===== config.mk =====
export PLATFORM = sky130hd
export DESIGN_NAME = integer_to_ascii_formatter_top
export DESIGN_NICKNAME = d
export VERILOG_FILES = /design/src/rtl/ita_pkg.sv /design/src/rtl/integer_to_ascii_formatter_top.sv /design/src/rtl/ita_front.sv /design/src/rtl/ita_cmd_fifo.sv /design/src/rtl/ita_back.sv
export VERILOG_INCLUDE_DIRS = /design/src /design/src/rtl
export SDC_FILE = /design/constraint.sdc
export NUM_CORES = 1
export LEC_CHECK = 0
export ABC_AREA = 1
export BUFFER_PORTS_ARGS = -buffer_cell sky130_fd_sc_hd__buf_2
export CAP_MARGIN = 20
export CELL_PAD_IN_SITES_DETAIL_PLACEMENT = 0
export CELL_PAD_IN_SITES_GLOBAL_PLACEMENT = 1
export CORE_MARGIN = 10
export CORE_UTILIZATION = 35
export DETAILED_ROUTE_END_ITERATION = 10
export PLACE_DENSITY = 0.68
export SLEW_MARGIN = 25
export SYNTH_ARGS = -nofsm -noshare
export SYNTH_HDL_FRONTEND = slang
export SYNTH_SLANG_ARGS = --single-unit

===== constraint.sdc =====
create_clock -name clk -period 19.5 [get_ports clk]
set_input_delay 0.975 -clock clk [delete_from_list [all_inputs] [get_ports clk]]
set_output_delay 0.975 -clock clk [all_outputs]
set_load 0.05 [all_outputs]

===== src/rtl/integer_to_ascii_formatter_top_macros.svh =====
// assertion macros for the integer to ascii formatter
`ifndef INTEGER_TO_ASCII_FORMATTER_TOP_MACROS_SVH
`define INTEGER_TO_ASCII_FORMATTER_TOP_MACROS_SVH

// same-cycle implication, checked at every clock edge out of reset
`define ITA_ASSERT_IMP(label, clk, rst_n, ante, cons) \
	label: assert property (@(posedge clk) disable iff (!rst_n) (ante) |-> (cons)) \
		else $error("ita assertion failed");

// next-cycle implication
`define ITA_ASSERT_NXT(label, clk, rst_n, ante, cons) \
	label: assert property (@(posedge clk) disable iff (!rst_n) (ante) |=> (cons)) \
		else $error("ita assertion failed");

`endif


===== src/rtl/ita_pkg.sv =====
package ita_pkg;

	// format selector codes
	typedef enum logic [1:0] {
		ACT_UDEC  = 2'd0,
		ACT_SDEC  = 2'd1,
		ACT_HEX8  = 2'd2,
		ACT_HEX32 = 2'd3
	} ita_action_t;

	localparam int unsigned CMD_DEPTH_DEF = 2;

	localparam logic [7:0] CH_ZERO  = 8'h30;
	localparam logic [7:0] CH_UPPER_A = 8'h41;
	localparam logic [7:0] CH_MINUS = 8'h2D;

	// top digit index per format
	localparam logic [3:0] DEC_TOP_IDX   = 4'd9;
	localparam logic [3:0] HEX8_TOP_IDX  = 4'd1;
	localparam logic [3:0] HEX32_TOP_IDX = 4'd7;
	localparam int unsigned HEX8_ALIGN   = 24;
	localparam int unsigned NIB_W        = 4;

	// classified request handed from front to back
	typedef struct packed {
		logic        is_hex;
		logic        neg;
		logic [3:0]  idx;
		logic [31:0] data;
	} ita_cmd_t;

	// back end status seen by the top level
	typedef struct packed {
		logic busy;
		logic load;
	} ita_back_stat_t;

	function automatic logic [33:0] pow10(input logic [3:0] k);
		logic [33:0] p;
		unique case (k)
			4'd0: p = 34'd1;
			4'd1: p = 34'd10;
			4'd2: p = 34'd100;
			4'd3: p = 34'd1000;
			4'd4: p = 34'd10000;
			4'd5: p = 34'd100000;
			4'd6: p = 34'd1000000;
			4'd7: p = 34'd10000000;
			4'd8: p = 34'd100000000;
			4'd9: p = 34'd1000000000;
			default: p = '0;
		endcase
		return p;
	endfunction

	function automatic logic [7:0] hex_char(input logic [3:0] nib);
		logic [7:0] c;
		if (nib < 4'd10) begin
			c = CH_ZERO + {4'b0, nib};
		end else begin
			c = CH_UPPER_A + {4'b0, nib - 4'd10};
		end
		return c;
	endfunction

endpackage


===== src/rtl/integer_to_ascii_formatter_top.sv =====
// integer to ascii formatter
// input queue side: drive action and value with push; a request is taken at a
// clock edge where push is high and full is low. action 0 prints unsigned
// decimal, 1 signed decimal, 2 the low byte as two hex digits, 3 the whole
// word as eight hex digits (uppercase, leading zeros kept).
// result queue side: while empty is low, character holds the oldest waiting
// ascii code and last marks the final character of a request; pop with empty
// low takes it. characters come most significant first.
// with the back end free, a request is loaded first and its first character is
// then registered for hex or a minus sign; decimal first walks the suppressed
// leading zeros, one step each, and emits nothing for them.
// the back end loads a request, then takes one step per decimal digit position
// (ten, suppressed leading zeros included), one more for a minus sign, or one
// per hex digit: two for a hex byte, eight for a hex word. each step waits while
// the output register holds a character that is not popped. a short request
// queue lets requests arrive while the back end works.
// a stalled receiver holds the output register; the back end then waits and
// the request queue fills until full rises. reset empties both queues.
`include "integer_to_ascii_formatter_top_macros.svh"

module integer_to_ascii_formatter_top #(
	parameter int unsigned CMD_DEPTH = ita_pkg::CMD_DEPTH_DEF
) (
	input  logic        clk,
	input  logic        arst_n,
	input  logic        push,
	output logic        full,
	input  logic [1:0]  action,
	input  logic [31:0] value,
	output logic        empty,
	input  logic        pop,
	output logic [7:0]  character,
	output logic        last
);
	import ita_pkg::*;

	ita_cmd_t       front_cmd;
	ita_cmd_t       head_cmd;
	logic           cmd_empty;
	logic           cmd_pop;
	ita_back_stat_t back_stat;

	// classify the request: magnitude, sign, hex alignment and digit count
	ita_front u_front (
		.action (action),
		.value  (value),
		.cmd    (front_cmd)
	);

	// decouples request intake from character emission
	ita_cmd_fifo #(
		.DEPTH (CMD_DEPTH)
	) u_cmd_fifo (
		.clk    (clk),
		.arst_n (arst_n),
		.push   (push),
		.wr_cmd (front_cmd),
		.full   (full),
		.pop    (cmd_pop),
		.rd_cmd (head_cmd),
		.empty  (cmd_empty)
	);

	// digit sequencer and output register
	ita_back u_back (
		.clk       (clk),
		.arst_n    (arst_n),
		.cmd       (head_cmd),
		.cmd_empty (cmd_empty),
		.cmd_pop   (cmd_pop),
		.stat      (back_stat),
		.character (character),
		.last      (last),
		.empty     (empty),
		.pop       (pop)
	);

	// a minus sign is never the final character
	`ITA_ASSERT_IMP(a_minus_not_last, clk, arst_n, !empty && character == CH_MINUS, !last)

	// an idle back end with a waiting request picks it up at once
	`ITA_ASSERT_NXT(a_load_starts, clk, arst_n, !cmd_empty && !back_stat.busy, back_stat.busy)

	// only digits, uppercase hex letters and minus reach the output
	`ITA_ASSERT_IMP(a_char_legal, clk, arst_n, !empty,
		(character >= 8'h30 && character <= 8'h39) ||
		(character >= 8'h41 && character <= 8'h46) || character == CH_MINUS)

endmodule


===== src/rtl/ita_front.sv =====
module ita_front (
	input  logic [1:0]       action,
	input  logic [31:0]      value,
	output ita_pkg::ita_cmd_t cmd
);
	import ita_pkg::*;

	ita_action_t act;

	assign act = ita_action_t'(action);

	always_comb begin
		cmd = '0;
		unique case (act)
			ACT_UDEC: begin
				cmd.is_hex = 1'b0;
				cmd.neg    = 1'b0;
				cmd.idx    = DEC_TOP_IDX;
				cmd.data   = value;
			end
			ACT_SDEC: begin
				// magnitude modulo 2^32, so the most negative value maps to itself
				cmd.is_hex = 1'b0;
				cmd.neg    = value[31];
				cmd.idx    = DEC_TOP_IDX;
				cmd.data   = value[31] ? (~value + 32'd1) : value;
			end
			ACT_HEX8: begin
				// low byte moved to the top so the back always takes the top nibble
				cmd.is_hex = 1'b1;
				cmd.neg    = 1'b0;
				cmd.idx    = HEX8_TOP_IDX;
				cmd.data   = value << HEX8_ALIGN;
			end
			ACT_HEX32: begin
				cmd.is_hex = 1'b1;
				cmd.neg    = 1'b0;
				cmd.idx    = HEX32_TOP_IDX;
				cmd.data   = value;
			end
			default: begin
				cmd = '0;
			end
		endcase
	end

endmodule


===== src/rtl/ita_cmd_fifo.sv =====
module ita_cmd_fifo #(
	parameter int unsigned DEPTH = ita_pkg::CMD_DEPTH_DEF
) (
	input  logic              clk,
	input  logic              arst_n,
	input  logic              push,
	input  ita_pkg::ita_cmd_t wr_cmd,
	output logic              full,
	input  logic              pop,
	output ita_pkg::ita_cmd_t rd_cmd,
	output logic              empty
);
	import ita_pkg::*;

	localparam int unsigned PW = (DEPTH > 1) ? $clog2(DEPTH) : 1;
	localparam int unsigned CW = $clog2(DEPTH + 1);

	ita_cmd_t        mem_q [DEPTH];
	logic [PW-1:0]   wr_ptr_q;
	logic [PW-1:0]   rd_ptr_q;
	logic [CW-1:0]   count_q;
	logic            do_push;
	logic            do_pop;

	assign full    = (count_q == CW'(DEPTH));
	assign empty   = (count_q == '0);
	assign do_push = push & ~full;
	assign do_pop  = pop & ~empty;
	assign rd_cmd  = mem_q[rd_ptr_q];

	always_ff @(posedge clk or negedge arst_n) begin
		if (!arst_n) begin
			wr_ptr_q <= '0;
			rd_ptr_q <= '0;
			count_q  <= '0;
		end else begin
			if (do_push) begin
				wr_ptr_q <= (wr_ptr_q == PW'(DEPTH - 1)) ? '0 : wr_ptr_q + 1'b1;
			end
			if (do_pop) begin
				rd_ptr_q <= (rd_ptr_q == PW'(DEPTH - 1)) ? '0 : rd_ptr_q + 1'b1;
			end
			if (do_push && !do_pop) begin
				count_q <= count_q + 1'b1;
			end else if (do_pop && !do_push) begin
				count_q <= count_q - 1'b1;
			end
		end
	end

	always_ff @(posedge clk) begin
		if (do_push) begin
			mem_q[wr_ptr_q] <= wr_cmd;
		end
	end

endmodule


===== src/rtl/ita_back.sv =====
module ita_back (
	input  logic                    clk,
	input  logic                    arst_n,
	input  ita_pkg::ita_cmd_t       cmd,
	input  logic                    cmd_empty,
	output logic                    cmd_pop,
	output ita_pkg::ita_back_stat_t stat,
	output logic [7:0]              character,
	output logic                    last,
	output logic                    empty,
	input  logic                    pop
);
	import ita_pkg::*;

	typedef enum logic [3:0] {
		ST_IDLE = 4'b0001,
		ST_SIGN = 4'b0010,
		ST_DEC  = 4'b0100,
		ST_HEX  = 4'b1000
	} ita_state_t;

	ita_state_t  state_q, state_d;
	logic [31:0] data_q, data_d;
	logic [3:0]  idx_q, idx_d;
	logic        started_q, started_d;
	logic        out_valid_q, out_valid_d;
	logic [7:0]  out_char_q;
	logic        out_last_q;

	logic        room;
	logic        emit;
	logic [7:0]  emit_char;
	logic        emit_last;
	logic        load;

	logic [33:0] pw;
	logic [33:0] thr;
	logic [33:0] sub;
	logic [3:0]  dig;
	logic        show;

	assign room  = ~out_valid_q | pop;
	assign load  = (state_q == ST_IDLE) & ~cmd_empty;
	assign cmd_pop = load;
	assign stat.busy = (state_q != ST_IDLE);
	assign stat.load = load;

	assign character = out_char_q;
	assign last      = out_last_q;
	assign empty     = ~out_valid_q;

	// one decimal digit per step: compare against the nine multiples of 10^idx
	always_comb begin
		pw  = pow10(idx_q);
		dig = '0;
		sub = '0;
		thr = '0;
		for (int d = 1; d <= 9; d++) begin
			thr = 34'(d) * pw;
			if ({2'b00, data_q} >= thr) begin
				dig = 4'(d);
				sub = thr;
			end
		end
		show = started_q | (dig != 4'd0) | (idx_q == 4'd0);
	end

	always_comb begin
		state_d   = state_q;
		data_d    = data_q;
		idx_d     = idx_q;
		started_d = started_q;
		emit      = 1'b0;
		emit_char = CH_ZERO;
		emit_last = 1'b0;
		unique case (state_q)
			ST_IDLE: begin
				if (load) begin
					data_d    = cmd.data;
					idx_d     = cmd.idx;
					started_d = 1'b0;
					if (cmd.is_hex) begin
						state_d = ST_HEX;
					end else if (cmd.neg) begin
						state_d = ST_SIGN;
					end else begin
						state_d = ST_DEC;
					end
				end
			end
			ST_SIGN: begin
				if (room) begin
					emit      = 1'b1;
					emit_char = CH_MINUS;
					state_d   = ST_DEC;
				end
			end
			ST_DEC: begin
				if (room) begin
					emit      = show;
					emit_char = CH_ZERO + {4'b0, dig};
					emit_last = (idx_q == 4'd0);
					started_d = show;
					data_d    = data_q - sub[31:0];
					if (idx_q == 4'd0) begin
						state_d = ST_IDLE;
					end else begin
						idx_d = idx_q - 4'd1;
					end
				end
			end
			ST_HEX: begin
				if (room) begin
					emit      = 1'b1;
					emit_char = hex_char(data_q[31 -: NIB_W]);
					emit_last = (idx_q == 4'd0);
					data_d    = data_q << NIB_W;
					if (idx_q == 4'd0) begin
						state_d = ST_IDLE;
					end else begin
						idx_d = idx_q - 4'd1;
					end
				end
			end
			default: begin
				state_d = ST_IDLE;
			end
		endcase
		out_valid_d = emit ? 1'b1 : (pop ? 1'b0 : out_valid_q);
	end

	always_ff @(posedge clk or negedge arst_n) begin
		if (!arst_n) begin
			state_q     <= ST_IDLE;
			started_q   <= 1'b0;
			out_valid_q <= 1'b0;
		end else begin
			state_q     <= state_d;
			started_q   <= started_d;
			out_valid_q <= out_valid_d;
		end
	end

	always_ff @(posedge clk) begin
		data_q <= data_d;
		idx_q  <= idx_d;
		if (emit) begin
			out_char_q <= emit_char;
			out_last_q <= emit_last;
		end
	end

endmodule


==> metrics.yaml, run 1 <==
cp.arrival_ps: 10070
relSlewSlack_pct: 33.5
hold_buffers: 0
vias: 23564
syn_avg_cell_area_um2: 7.06
start_kind: "flop"
clk_pin_slew_ps: 90
drt-met1-wl_um: 40200
hold_violations: 0
dp_hpwl_um: 74000
die_w_um: 276
clock_skew_ps: 40.3
yosys_warnings: 0
max_freq_mhz: 102
synth.cell_area_mm2: 0.0229
worst-path-max-fanout: 52
mostFrequentLayoutCell: "nand2_1"
synth_edf_count: 116
synth_fp_nets: 3742
crit_type: "reg -> reg"
clk_latency_ps: 510
n_antenna_cell: 0
dieHeight_um: 276
viasPerCell: 5.69
cap_viol_max_count: 0
required_ps: 19730
final_cell_mix: "nand2_1, ha_1, a21oi_1"
htreeDepth: 4
design_area_mm2: 0.0248
drt_wl_total_um: 92900
post-route-drc-count: 0
cts_setup_buffers: 0
crit_path_end_kind: "flop"
finalSetupViolations: 0
wl_met2_um: 43600
highest_layer: "met5"
start_util_pct: 35.4
min_period_over_period_pct: 50.4
overflow: 0
io_pins: 49
nNetsFinal: 3771
grt_usage_pct: 24.1
dr.first_iter.drc_count: 2101
synth_seq_cells: 149
dpl-instance-area_mm2: 0.0242
coreArea_mm2: 0.0647
slowest_delay_ps: 610
cts_buffers: 17
cts_tree: "built"
worstHoldPathType: "in -> async"
clockBufferDepth: 2
status: "complete, no violations"
drive_above_1_share_pct: 5.75
grt_max_degree: 56
yosysSeqAreaShare_pct: 18.3
crit_slowest_cell: "ha_1"
row_count: 93
antenna_found_initial: 2
cts.sinks: 149
dr_wl_met3_um: 5650
fillerInstances: 6933
final_max_slew_viol_count: 0
period_needed_ps: 9840
areaGrowthSynthToFinish_pct: 8.34
io_buffers: 47
dieArea_mm2: 0.0762
antenna_left: 0
wire_per_inst_um: 22.4
max_slew.worst_pin.slew_ps: 994
rsz0062_at_grt: "false"
drt_first_pass_iters: 5
first_global_vias: 23152
grt_first_pass_wirelength_um: 140000
async_flop_share_pct: 6.71
holdWs_ps: 338
netlist_instances: 3247
final_util_pct: 38.4
crit_path_frequent_cell: "nand2_1"
tns_ps: 0
cts-root-buf: "clkbuf_16"
ctsResizeCount: 0
synth_flop_cell: "edfxtp_1"
yosysUniqueCellTypes: 71
routabilityCongestion: 0.937
worst max-delay path: cells and delay by family, from the launching register on:
kind	cells	cell delay, ps
adder cells (fa/ha/maj)	5	1990
buffers and inverters	7	1770
AND/OR/NAND/NOR	23	2960
flip-flops	1	320
AO/OA/AOI/OAI	13	2190
XOR/XNOR	1	270
synthesized netlist by cell type (15+ instances only):
cell      instances  share of area, %
nand2_1         639                10
ha_1            429                23
a21oi_1         402               8.8
inv_1           359               5.9
nor2_1          303               5.0
o21ai_0         183               4.0
nand3_1         174               3.8
edfxtp_1        116                15
xor2_1           73               2.8
nand4_1          52               1.4
clkbuf_1         47              0.77
xnor2_1          33               1.3
nor4_1           29              0.79
fa_1             28               2.4
nor3_1           28              0.61
dfxtp_1          23               2.0
o21bai_1         21              0.69
o311ai_0         21              0.80
o22ai_1          20              0.55
o211ai_1         19              0.62
a31oi_1          17              0.46
o21ai_1          15              0.33
worst paths after layout:
| kind | from | endpoint | slack (ps) | cells after the start |
|---|---|---|---|---|
| worst max-delay path | u_back.pw[23] | u_back.data_q[24] | 9660 | 49 |
| worst min-delay path | arst_n | u_back.started_q | 340 | 1 |
| worst max register to register | u_back.pw[23] | u_back.data_q[24] | 9660 | 49 |
| worst min register to register | u_back.started_q | u_back.started_q | 560 | 2 |
| max in group asynchronous | arst_n | u_back.state_q[0] | 18900 | 1 |
| min in group clk | u_back.started_q | u_back.started_q | 560 | 2 |
cell families after synthesis:
logic type               share of synthesized area [%]
flip-flops                                        18.3
buffers and inverters                             7.53
multiplexers                                     0.131
adder cells (fa/ha/maj)                           25.8
AO/OA/AOI/OAI                                     20.0
AND/OR/NAND/NOR                                   24.1
other                                           0.0164
XOR/XNOR                                          4.05
registers in the layout (all words and copies together) (netlist names):
register / flops
u_back.last: 1
u_cmd_fifo.count_q: 2
u_back.started_q: 1
u_back.idx_q: 4
u_back.pw: 23
u_back.data_q: 32
u_cmd_fifo.wr_ptr_q: 1
u_back.state_q: 4
u_cmd_fifo.mem_q: 72
u_back.character: 7
u_back.out_valid_q: 1
u_cmd_fifo.rd_ptr_q: 1
final cells by class:
cell class | count | area, um2 | area share, %
Multi-Input combinational cell | 2656 | 17100 | 68.6
Sequential cell | 149 | 4200 | 16.9
Inverter | 371 | 1390 | 5.60
Tap cell | 855 | 1070 | 4.31
Timing Repair Buffer | 81 | 523 | 2.10
Clock buffer | 17 | 425 | 1.71
Clock inverter | 15 | 184 | 0.740
per-layer routing:
| metal | vias up | global-route usage, % |
|---|---|---|
| li1 | 11410 | - |
| met1 | 11200 | 30.6 |
| met2 | 816 | 41.1 |
| met3 | 134 | 2.95 |
| met4 | 4 | 9.27 |
| met5 | - | 0 |
through the flow:
step	cells	setup slack (ps)
3_3_place_gp	4110	9800
4_1_cts	4142	9770
6_report	4144	9660
2_1_floorplan	3247	12180
3_5_place_dp	4110	9800
5_1_grt	4144	8880
Power of run 1 is left out: the tool's default activity adds up to more than one toggle a clock period on the data nets, which glitch-free logic cannot reach.
==> run 2, diff against run 1 <==
PLACE_DENSITY = 0.71   (was 0.68)
clock period = 8.7 ns   (was 19.5 ns; I/O delays follow)
==> run 2 against run 1 <==
Against the previous run: worst hold slack lost 87 ps; die area is the same; sequential share of layout area is 0.18 points lower; final cell count up 1.0%; clock skew decreased by 7.2 ps; global-route usage is 1.6 points lower; routed wire length fell by 7.2%; utilization rose by 0.66 points; critical path type unchanged.
==> metrics.yaml, run 2 (synthesis results as in run 1) <==
status: "complete, no violations"
clockBufferDepth: 2  # unchanged
drive_above_1_share_pct: 7.57  # +1.8 points
die_w_um: 276  # unchanged
post-route-drc-count: 0  # unchanged
tns_ps: 0  # unchanged
finalSetupViolations: 0  # unchanged
start_util_pct: 35.4  # unchanged
slowest_delay_ps: 610  # about the same
dp_hpwl_um: 70400  # -4.9%
max_freq_mhz: 124  # +22%
clock_skew_ps: 33.2  # -7.16 ps
worst-path-max-fanout: 9  # -83%
cp.arrival_ps: 8310  # -1760 ps
cap_viol_max_count: 0  # unchanged
post-place-ws_ps: 379  # -9420 ps
vias: 23079  # -2.1%
crit_path_frequent_cell: "nand2_1"
first_global_vias: 22453  # -3.0%
hold_violations: 0  # unchanged
wire_per_inst_um: 20.6  # -8.1%
crit_path_end_kind: "flop"
htreeDepth: 4  # unchanged
regMostFlops: "u_cmd_fifo.mem_q"
final_util_pct: 39.1  # +0.66 points
rrSetupSlack_ps: 630  # -9030 ps
largest_register_ffs: 72  # unchanged
cts-root-buf: "clkbuf_16"
grt_first_pass_wirelength_um: 131000  # -6.2%
crit_slowest_cell: "dfxtp_1"
row_count: 93  # unchanged
drt_first_pass_iters: 6  # +1
routabilityCongestion: 0.951  # +1.5%
final_max_slew_viol_count: 0  # unchanged
r2r_cells: 48  # -2.0%
clk_pin_slew_ps: 70  # -20 ps
crit_type: "reg -> reg"
dr.first_iter.drc_count: 2064  # -1.8%
relSlewSlack_pct: 35.3  # +1.8 points
antenna_left: 0  # unchanged
coreArea_mm2: 0.0647  # unchanged
mostFrequentLayoutCell: "nand2_1"
io_buffers: 47  # unchanged
cts.sinks: 149  # unchanged
start_kind: "flop"
io_pins: 49  # unchanged
min_period_over_period_pct: 92.7  # +42 points
grt_usage_pct: 22.5  # -1.6 points
viasPerCell: 5.51  # -3.0%
clk_latency_ps: 500  # about the same
areaGrowthSynthToFinish_pct: 10.2
period_needed_ps: 8070  # -1770 ps
fin_ws_ps: 633  # -9030 ps
nNetsFinal: 3813  # +1.1%
cts_buffers: 17  # unchanged
max_slew.worst_pin.slew_ps: 968  # -25.8 ps
n_antenna_cell: 0  # unchanged
worstHoldPathType: "in -> reg"
worstHoldStart: "action[1]"
worstReg2RegEnd: "u_back.data_q[26]"
required_ps: 8940  # -10790 ps
dieArea_mm2: 0.0762  # unchanged
antenna_found_initial: 0  # -2
overflow: 0  # unchanged
min_to: "u_cmd_fifo.mem_q[0][37]"
timing.rr.start: "u_back.pw[19]"
whs_path_depth: 1
grt_max_degree: 38  # -32%
cts_tree: "built"
worstSetupStartpoint: "u_back.pw[19]"
dieHeight_um: 276  # unchanged
final_cell_mix: "nand2_1, ha_1, a21oi_1"
drt_wl_total_um: 86200  # -7.2%
==> run 2: how the worst max path moves through the flow <==
stage	endpoint	slack, ps	depth (start not counted)
after floorplan	u_back.data_q[26]	1380	44
after global placement	u_back.data_q[30]	470	39
after detailed placement	u_back.data_q[31]	380	45
after CTS	u_back.data_q[31]	350	46
after global routing	u_back.data_q[26]	-0.08	50
final	u_back.data_q[26]	630	48
==> run 2: metal layers <==
layer	part of all wire (%)	GRT usage, %
met1	46	30.3
met2	45	36.7
met3	5.1	2.77
met4	3.4	7.19
met5	0	0
==> run 2: per-stage QoR <==
step	cells	hold WS, ps	cell area, um2
final	4186	251	25300
after global routing	4186	220	25300
after CTS	4183	215	25200
after detailed placement	4150	317	24500
after global placement	4149	318	24500
after floorplan	3247	139	22900
==> run 2: worst max-delay path: cells and delay by family (launching register included) <==
family	cells	cell delay [ps]
AND/OR/NAND/NOR	28	3060
AO/OA/AOI/OAI	11	1730
XOR/XNOR	1	160
flip-flops	1	610
adder cells (fa/ha/maj)	5	1770
buffers and inverters	3	470
==> run 2: area by class of cell <==
class / count / area (um2)
Tap cell: 855 / 1070
Sequential cell: 149 / 4220
Timing Repair Buffer: 123 / 846
Clock inverter: 13 / 196
Multi-Input combinational cell: 2656 / 17100
Inverter: 371 / 1390
Fill cell: 7059 / 39400
Clock buffer: 19 / 433
==> run 2: what timing repair did <==
item	in CTS	in global routing
hold buffers	1	0
setup buffers	0	2
hold endpoints to repair	9	0
resized for setup	0	32
endpoints found under the setup margin	0	19
Power of run 2 is left out for the same reason.
